File: src/hw/rtl/fcp_pkg.sv
package fcp_pkg;

  localparam logic [3:0] EV_NONE      = 4'd0;
  localparam logic [3:0] EV_NAV       = 4'd1;
  localparam logic [3:0] EV_FLOOR_A   = 4'd2;
  localparam logic [3:0] EV_CEIL_A    = 4'd3;
  localparam logic [3:0] EV_FLOOR_B   = 4'd4;
  localparam logic [3:0] EV_CEIL_B    = 4'd5;
  localparam logic [3:0] EV_TIME      = 4'd6;
  localparam logic [3:0] EV_DATE      = 4'd7;
  localparam logic [3:0] EV_CFG_OTHER = 4'd8;
  localparam logic [3:0] EV_INFO      = 4'd9;
  localparam logic [3:0] EV_RESET     = 4'd10;
  localparam logic [3:0] EV_UNKNOWN   = 4'd11;

  typedef logic [7:0] char_t;

  localparam char_t CH_OPEN  = 8'h40;  // '@'
  localparam char_t CH_CLOSE = 8'h23;  // '#'
  localparam char_t CH_ZERO  = 8'h30;  // '0'
  localparam char_t CH_NINE  = 8'h39;  // '9'
  localparam char_t CH_LC_A  = 8'h61;  // 'a'
  localparam char_t CH_LC_Z  = 8'h7A;  // 'z'
  localparam char_t CH_A     = 8'h41;
  localparam char_t CH_B     = 8'h42;
  localparam char_t CH_C     = 8'h43;
  localparam char_t CH_D     = 8'h44;
  localparam char_t CH_H     = 8'h48;
  localparam char_t CH_I     = 8'h49;
  localparam char_t CH_N     = 8'h4E;
  localparam char_t CH_P     = 8'h50;
  localparam char_t CH_R     = 8'h52;
  localparam char_t CH_S     = 8'h53;
  localparam char_t CH_T     = 8'h54;
  localparam char_t CH_W     = 8'h57;
  localparam char_t CH_Y     = 8'h59;

  function automatic char_t up_case(input char_t c);
    if (c >= CH_LC_A && c <= CH_LC_Z) begin
      return c - 8'd32;
    end
    return c;
  endfunction

  function automatic logic is_digit(input char_t c);
    return (c >= CH_ZERO) && (c <= CH_NINE);
  endfunction

  function automatic logic [5:0] nav_of(input char_t c);
    logic [5:0] code;
    unique case (up_case(c))
      CH_W:    code = 6'd1;
      CH_S:    code = 6'd2;
      CH_A:    code = 6'd4;
      CH_D:    code = 6'd8;
      CH_Y:    code = 6'd16;
      CH_N:    code = 6'd32;
      default: code = 6'd0;
    endcase
    return code;
  endfunction

  function automatic logic [3:0] cfg_kind(input char_t target, input char_t sub);
    logic [3:0] kind;
    char_t t;
    char_t s;
    t = up_case(target);
    s = up_case(sub);
    kind = EV_CFG_OTHER;
    if (t == CH_A) begin
      if (s == CH_P) kind = EV_FLOOR_A;
      else if (s == CH_T) kind = EV_CEIL_A;
    end else if (t == CH_B) begin
      if (s == CH_P) kind = EV_FLOOR_B;
      else if (s == CH_T) kind = EV_CEIL_B;
    end else if (t == CH_H) begin
      kind = EV_TIME;
    end else if (t == CH_D) begin
      kind = EV_DATE;
    end
    return kind;
  endfunction

endpackage

File: src/hw/rtl/fcp_ram.sv
module fcp_ram #(
  parameter int WIDTH = 8,
  parameter int DEPTH = 13
) (
  input  logic                     clk,
  input  logic                     we,
  input  logic [$clog2(DEPTH)-1:0] waddr,
  input  logic [WIDTH-1:0]         wdata,
  input  logic [$clog2(DEPTH)-1:0] raddr,
  output logic [WIDTH-1:0]         rdata
);

  logic [WIDTH-1:0] mem [DEPTH];

  always_ff @(posedge clk) begin
    if (we) begin
      mem[waddr] <= wdata;
    end
    rdata <= mem[raddr];
  end

endmodule

File: src/hw/rtl/fcp_mac.sv
// Shared decimal step: acc * 10 + (digit character - '0'), kept to 16 bits.
module fcp_mac (
  input  logic [15:0]          acc,
  input  fcp_pkg::char_t       ch,
  output logic [15:0]          sum
);
  import fcp_pkg::*;

  logic [15:0] times_ten;

  assign times_ten = {acc[12:0], 3'b000} + {acc[14:0], 1'b0};
  assign sum = times_ten + {8'd0, ch} - {8'd0, CH_ZERO};

endmodule

File: src/hw/rtl/framed_command_parser.sv
// Serial command front end. Each received word on the rx channel (rx_valid,
// rx_stall, rx_byte) produces exactly one result word on the ev channel
// (ev_valid, ev_stall and the result fields), which echoes the byte and
// reports a navigation code, nothing (inside a frame) or a decoded command.
// Bytes are kept in a BUFFER_DEPTH-entry ring; '@' opens a frame, '#' closes it.
// An ordinary byte is decoded at acceptance and its result is shown in the
// next cycle. A closing '#' starts a sequencer that reads the ring one entry
// per cycle through a single registered read port and feeds each character
// to one shared multiply-by-ten-and-add unit: states S_CMD, S_TGT, S_SUB and
// S_DEC fetch the command, target and sub letters, S_DIG walks each entry
// from index 2 up to the close when the close sits past index 3, S_PAIR
// walks the three time/date digit pairs, and S_DONE posts the result.
// One byte is in flight at a time, so ordinary bytes go through at one per
// cycle while ev_stall is low; rx_stall is high while the sequencer runs
// or while a result waits in the output register under ev_stall. The result
// register holds its word steadily until the receiver takes it.
// Reset clears the ring write position, the frame flag, the per-entry valid
// bits (an unwritten entry reads as zero) and the output valid flag at once.
module framed_command_parser #(
  parameter int BUFFER_DEPTH = 13
) (
  input  logic                 clk,
  input  logic                 rst,
  input  logic                 rx_valid,
  output logic                 rx_stall,
  input  fcp_pkg::char_t       rx_byte,
  output logic                 ev_valid,
  input  logic                 ev_stall,
  output fcp_pkg::char_t       echo_byte,
  output logic [3:0]           event_kind,
  output logic [5:0]           nav_code,
  output logic [15:0]          number,
  output logic [7:0]           field_first,
  output logic [7:0]           field_second,
  output logic [7:0]           field_third
);
  import fcp_pkg::*;

  localparam int AW = $clog2(BUFFER_DEPTH);

  localparam logic [2:0] S_IDLE = 3'd0;
  localparam logic [2:0] S_CMD  = 3'd1;
  localparam logic [2:0] S_TGT  = 3'd2;
  localparam logic [2:0] S_SUB  = 3'd3;
  localparam logic [2:0] S_DEC  = 3'd4;
  localparam logic [2:0] S_DIG  = 3'd5;
  localparam logic [2:0] S_PAIR = 3'd6;
  localparam logic [2:0] S_DONE = 3'd7;

  localparam logic [AW-1:0] IDX_CMD   = AW'(1);
  localparam logic [AW-1:0] IDX_TGT   = AW'(2);
  localparam logic [AW-1:0] IDX_SUB   = AW'(3);
  localparam logic [AW-1:0] IDX_LAST  = AW'(8);
  localparam logic [AW-1:0] IDX_FIRST = AW'(4);
  localparam logic [AW-1:0] IDX_SEC   = AW'(6);
  localparam logic [AW-1:0] IDX_TOP   = AW'(BUFFER_DEPTH - 1);

  logic [2:0]              state;
  logic [AW-1:0]           wpos;
  logic                    in_frame;
  logic [BUFFER_DEPTH-1:0] valid;
  logic                    valid_q;
  logic [AW-1:0]           idx;
  logic [AW-1:0]           close_pos;
  char_t                   cmd;
  char_t                   target;
  logic [3:0]              kind;
  logic [15:0]             acc_num;
  logic [7:0]              pair;
  logic [7:0]              fld1;
  logic [7:0]              fld2;
  logic [7:0]              fld3;

  logic                    accept;
  logic                    closing;
  logic                    ev_valid_next;
  logic [AW-1:0]           waddr;
  logic [AW-1:0]           rd_addr;
  char_t                   rd_data;
  char_t                   ch;
  logic [15:0]             mac_acc;
  logic [15:0]             mac_sum;
  logic                    more_digits;
  logic                    long_frame;
  logic                    time_date;
  logic [3:0]              dec_kind;

  assign accept   = rx_valid && !rx_stall;
  assign rx_stall = (state != S_IDLE) || (ev_valid && ev_stall);
  assign closing  = (rx_byte == CH_CLOSE) && in_frame;
  assign waddr    = (rx_byte == CH_OPEN) ? '0 : wpos;

  // A word is posted for every accepted ordinary byte and at the end of a
  // frame decode; otherwise the register holds until the receiver takes it.
  assign ev_valid_next = (accept && !closing) || (state == S_DONE) ||
                         (ev_valid && ev_stall);

  // Entries never written since the last clear read as zero.
  assign ch = valid_q ? rd_data : '0;

  assign long_frame  = close_pos > IDX_SUB;
  assign more_digits = ({1'b0, idx} + 1'b1) < {1'b0, close_pos};
  assign time_date   = (kind == EV_TIME) || (kind == EV_DATE);
  assign dec_kind    = cfg_kind(target, ch);

  always_comb begin
    unique case (state)
      S_CMD:   rd_addr = IDX_CMD;
      S_TGT:   rd_addr = IDX_TGT;
      S_SUB:   rd_addr = IDX_SUB;
      S_DEC:   rd_addr = long_frame ? IDX_TGT : IDX_SUB;
      S_DIG:   rd_addr = more_digits ? idx + 1'b1 : IDX_SUB;
      S_PAIR:  rd_addr = (idx == IDX_LAST) ? '0 : idx + 1'b1;
      default: rd_addr = '0;
    endcase
  end

  // The shared unit accumulates the frame number while walking digits and
  // one two-digit field at a time while walking the time/date pairs.
  always_comb begin
    if (state == S_PAIR) begin
      mac_acc = idx[0] ? 16'd0 : {8'd0, pair};
    end else begin
      mac_acc = acc_num;
    end
  end

  fcp_mac u_mac (
    .acc (mac_acc),
    .ch  (ch),
    .sum (mac_sum)
  );

  fcp_ram #(
    .WIDTH (8),
    .DEPTH (BUFFER_DEPTH)
  ) u_ring (
    .clk   (clk),
    .we    (accept),
    .waddr (waddr),
    .wdata (rx_byte),
    .raddr (rd_addr),
    .rdata (rd_data)
  );

  always_ff @(posedge clk) begin
    if (rst) begin
      state    <= S_IDLE;
      wpos     <= '0;
      in_frame <= 1'b0;
      valid    <= '0;
      valid_q  <= 1'b0;
      ev_valid <= 1'b0;
    end else begin
      valid_q  <= valid[rd_addr];
      idx      <= rd_addr;
      ev_valid <= ev_valid_next;
      unique case (state)
        S_IDLE: begin
          if (accept) begin
            valid[waddr] <= 1'b1;
            wpos         <= (waddr == IDX_TOP) ? '0 : waddr + 1'b1;
            echo_byte    <= rx_byte;
            acc_num      <= '0;
            fld1         <= '0;
            fld2         <= '0;
            fld3         <= '0;
            close_pos    <= waddr;
            if (closing) begin
              in_frame <= 1'b0;
              state    <= S_CMD;
            end else begin
              number       <= '0;
              field_first  <= '0;
              field_second <= '0;
              field_third  <= '0;
              if (rx_byte == CH_OPEN || in_frame) begin
                in_frame   <= 1'b1;
                event_kind <= EV_NONE;
                nav_code   <= '0;
              end else begin
                event_kind <= EV_NAV;
                nav_code   <= nav_of(rx_byte);
              end
            end
          end
        end
        S_CMD: begin
          state <= S_TGT;
        end
        S_TGT: begin
          cmd   <= up_case(ch);
          state <= S_SUB;
        end
        S_SUB: begin
          target <= ch;
          state  <= S_DEC;
        end
        S_DEC: begin
          priority if (cmd == CH_C) begin
            kind <= dec_kind;
            if (long_frame) begin
              state <= S_DIG;
            end else if (dec_kind == EV_TIME || dec_kind == EV_DATE) begin
              state <= S_PAIR;
            end else begin
              state <= S_DONE;
            end
          end else if (cmd == CH_I) begin
            kind  <= EV_INFO;
            state <= S_DONE;
          end else if (cmd == CH_R) begin
            kind  <= EV_RESET;
            state <= S_DONE;
          end else begin
            kind  <= EV_UNKNOWN;
            state <= S_DONE;
          end
        end
        S_DIG: begin
          if (is_digit(ch)) begin
            acc_num <= mac_sum;
          end
          if (!more_digits) begin
            state <= time_date ? S_PAIR : S_DONE;
          end
        end
        S_PAIR: begin
          if (idx[0]) begin
            pair <= mac_sum[7:0];
          end else if (idx == IDX_FIRST) begin
            fld1 <= mac_sum[7:0];
          end else if (idx == IDX_SEC) begin
            fld2 <= mac_sum[7:0];
          end else begin
            fld3 <= mac_sum[7:0];
          end
          if (idx == IDX_LAST) begin
            state <= S_DONE;
          end
        end
        S_DONE: begin
          // Post the frame result and empty the ring in one step.
          event_kind   <= kind;
          nav_code     <= '0;
          number       <= acc_num;
          field_first  <= fld1;
          field_second <= fld2;
          field_third  <= fld3;
          valid        <= '0;
          state        <= S_IDLE;
        end
        default: begin
          state <= S_IDLE;
        end
      endcase
    end
  end

  // A byte is only taken while the sequencer is at rest.
  assert property (@(posedge clk) disable iff (rst) accept |-> state == S_IDLE)
    else $error("byte accepted while a frame is being decoded");

  // The output register is free when a frame result is posted.
  assert property (@(posedge clk) disable iff (rst) state == S_DONE |-> !ev_valid)
    else $error("frame result would overwrite a pending word");

  // The ring is empty right after a frame.
  assert property (@(posedge clk) disable iff (rst) state == S_DONE |=> valid == '0)
    else $error("ring not cleared after frame");

  // A navigation code only travels with a navigation event.
  assert property (@(posedge clk) disable iff (rst)
    ev_valid && nav_code != '0 |-> event_kind == EV_NAV)
    else $error("navigation code on a non-navigation event");

endmodule
File: config.mk
export PLATFORM = sky130hd
export DESIGN_NAME = framed_command_parser
export DESIGN_NICKNAME = d
export VERILOG_FILES = /design/src/hw/rtl/fcp_pkg.sv /design/src/hw/rtl/fcp_ram.sv /design/src/hw/rtl/fcp_mac.sv /design/src/hw/rtl/framed_command_parser.sv
export SDC_FILE = /design/constraint.sdc
export NUM_CORES = 1
export LEC_CHECK = 0
export BUFFER_PORTS_ARGS = -buffer_cell sky130_fd_sc_hd__buf_2
export CAP_MARGIN = 20
export CELL_PAD_IN_SITES_DETAIL_PLACEMENT = 1
export CELL_PAD_IN_SITES_GLOBAL_PLACEMENT = 1
export CORE_UTILIZATION = 40
export CTS_BUF_LIST = sky130_fd_sc_hd__clkbuf_4
export DETAILED_ROUTE_END_ITERATION = 12
export GPL_TIMING_DRIVEN = 1
export PLACE_DENSITY = 0.66
export SLEW_MARGIN = 10
export SYNTH_ARGS = -nofsm -noshare
export SYNTH_HDL_FRONTEND = slang
export SYNTH_SLANG_ARGS = --single-unit
File: constraint.sdc
create_clock -name clk -period 5 [get_ports clk]
set_clock_uncertainty 0.05 [all_clocks]
set_input_delay 0.25 -clock clk [delete_from_list [all_inputs] [get_ports clk]]
set_output_delay 0.25 -clock clk [all_outputs]
set_load 0.005 [all_outputs]
==> results by group <==
STA
  • Post-route clock period utilization: 0.8855
  • Unrepaired setup endpoints after global routing: no
  • Final setup TNS: 0 ns
  • Final Max Slew Viols: 0
  • Endpoints failing hold: 0
  • Slew margin rel.: 0.2783
  • Hold slack: roughly 0.14 ns
  • Fin crit period: approximately 4.4 ns
  • Peak Freq: 225.9 MHz
  • Final Setup Violations: 0
  • Worst-Margin Slew: approximately 1.1 ns

Worst setup path
  • CP Max Fanout: 12
  • Startpoint types: flop
  • Crit Path Class: reg2reg
  • CP endpoint kind: flop
  • WP data arrival: between 4 and 5 ns
  • Required time of the critical path: 5.35 ns
  • Internal reg-to-reg setup slack: between 0.5 and 0.6 ns

Drt
  • Post-route ant nets: 0
  • DR vias: 7,936
  • DR DRC count: 0
  • Routed WL per cell: roughly 18 um
  • DR vias/cell: just over 5
  • Drt pass-1 iters: 5
  • Detailed Route WL: between 20 and 30 mm
  • Initial DRC Count: about 500

Clocking
  • CTS Hold Bufs: 11
  • Clock latency on the worst-skew pair: just under 0.7 ns
  • Max clock buf depth: 3
  • Post-CTS Resized: 0
  • Clk slew on worst S/H paths: roughly 0.06 ns
  • Inserted Clock Buffers: 73
  • CTS tree: built
  • Post-CTS setup buffer count: 0
  • TritonCTS Sinks: roughly 270
  • Root buffer cell: clkbuf_4
  • H-Tree Level Count: 3

Synth
  • Register area share after synthesis: 0.6430
  • EDFF count, synth: 238
  • Syn Area/Cell: approximately 12 sq um
  • Yosys warnings: 0
  • Top_reg_cell synth: edfxtp_1
  • Syn Nets: just over 1,000
  • Post-synthesis cell type count: 63
  • Post-Syn Area: around 12,000 sq um
  • Post-Synthesis Cells: 974
  • Seq cells post-synth: between 200 and 300
  • Async set or reset register ratio after synthesis: 0

Global routing
  • GRT Overall Usage: 0.1893
  • Initial antenna violation count: 1
  • Largest net degree at the start of global routing: 54
  • Vias in the first global route: 8,057
  • First-pass GRT wire length: about 45 mm
  • Remaining Overflow, GRT: 0

Power
  • Leakage: between 5 and 6 nW
  • Peak supply drop: 185.5 uV
  • Total power draw: 0.006623 W
  • Pwr Density: about 480 nW/um^2

Floorplan
  • Die W: around 180 um
  • # rows: between 60 and 70
  • Initial core utilization: 0.4076
  • Die Ht: roughly 180 um
  • Core region area: slightly below 30,000 sq um
  • Total Die Area: 30,900 sq um
  • Num ports: 72

Status
  • Status: completed

Placed design
  • Port Buffer Count: 71
  • Dpl hpwl: a little under 20 mm
  • Routability Congestion: about 0.83

Worst hold path
  • Hold Crit Class: in2reg

Cells and area
  • Area occupied by multi-input gates: 3867 sq um
  • Fillers: ~3,200
  • Layout cells sized above 1: 0.1895
  • Sequential cell area: about 7800 sq um
  • Layout area overhead: 15.29%
  • Fin nets: 1,173

Run
  • Max-Cap Viols: 0
## sequential cells by signal, summed over array words and instances (netlist names), 4 cells and up
register	count
field_first	8
u_ring.rdata	8
kind	4
cmd	8
field_third	8
pair	8
number	16
nav_code	6
wpos	4
u_ring.mem	104
echo_byte	8
fld2	8
idx	4
valid	13
target	8
event_kind	4
acc_num	16
fld1	8
fld3	8
close_pos	4
field_second	8
## cells by family (layout without fill, tap and decap cells)
logic type               count (synthesis)  after routing  share of synthesized area
flip-flops                             269            269                     0.6430
adder cells (fa/ha/maj)                 54             54                    0.05883
AND/OR/NAND/NOR                        361            361                     0.1461
XOR/XNOR                                20             20                    0.01450
AO/OA/AOI/OAI                          140            140                    0.07758
multiplexers                            26             26                    0.02154
other                                    0              1                          0
buffers and inverters                  104            291                    0.03843
## worst paths after layout
kind / end / cells after the start / startpoint
max reg2reg: acc_num[14] / 16 / idx[0]
max: acc_num[14] / 16 / idx[0]
min reg2reg: valid[12] / 1 / valid[12]
min: wpos[1] / 4 / rx_valid
## power by group
group          switching [W]  total [W]  leakage (nW)  internal [W]
logic                0.00109    0.00173          2.43      0.000647
registers           0.000111    0.00287          2.46       0.00276
clock network       0.000930    0.00202         0.562       0.00109
total                0.00213    0.00662          5.45       0.00450
## metrics by stage
| step | std cells | area (sq um) | setup slack [ns] | util |
|---|---|---|---|---|
| 2_1_floorplan | 974 | 12080 | 0.8689 | - |
| 3_3_place_gp | 1407 | 12830 | 0.7707 | 0.4330 |
| 3_5_place_dp | 1407 | 12830 | 0.6573 | 0.4330 |
| 4_1_cts | 1546 | 13890 | 0.5870 | 0.4688 |
| 5_1_grt | 1552 | 13930 | 0.2580 | 0.4699 |
| 6_report | 1552 | 13930 | 0.5723 | 0.4699 |
## final cells by class
class,instances,share of cell area
flip-flops and latches,269,0.5577
multi-input cells,601,0.2777
clock buffers,107,0.05768
repair buffers,101,0.04402
well taps,390,0.03504
inverters,62,0.01707
clock inverters,21,0.01060
diodes,1,0.0001797
## critical path, stage by stage (launching register included)
cell and delay (ns):
edfxtp_1 0.54, inv_1 0.26, and3_1 0.21, a21oi_1 0.26, xnor2_1 0.14, ha_1 0.18
o21bai_1 0.18, fa_1 0.48, ha_1 0.30, a21o_1 0.17, a21oi_1 0.20, o21ai_0 0.14
a31oi_1 0.28, o21ai_0 0.18, o41ai_1 0.33, xnor2_1 0.09, and2_1 0.15
## synth_stat cells, types with 7 or more instances
cell	instances	area share
inv_1	61	0.019
nor2_1	59	0.018
nor4_1	7	0.0036
edfxtp_1	238	0.59
a21oi_1	32	0.013
nor3_1	19	0.0079
nand3_1	26	0.011
o21a_1	20	0.012
nand2_1	133	0.041
buf_2	12	0.0050
o221ai_1	16	0.012
o21ai_0	34	0.014
and2_1	60	0.031
and3_1	9	0.0047
xor2_1	10	0.0072
clkbuf_1	20	0.0062
xnor2_1	10	0.0072
mux2i_1	26	0.022
ha_1	48	0.050
nor2b_1	9	0.0047
dfxtp_1	31	0.051
## cell usage in the layout (no fill, tap or decap), drive strengths merged, types with 10 or more instances in the layout
cell and count:
edfxtp 238, nand2 133, clkbuf 107, buf 90
inv 64, and2 61, nor2 59, ha 48
o21ai 37, a21oi 32, dfxtp 31, nand3 26
mux2i 26, o21a 20, nor3 19, o221ai 16
clkinv 16, dlygate4sd3 11, xnor2 10, xor2 10
## layer usage
layer	track usage	vias to the layer above	part of all wire
met5	0	-	0
met4	0.05978	0	0.015
met3	0.04177	34	0.052
met2	0.2882	202	0.45
met1	0.2683	3899	0.48
li1	-	3801	-
Power figures use the tool's default switching activity.
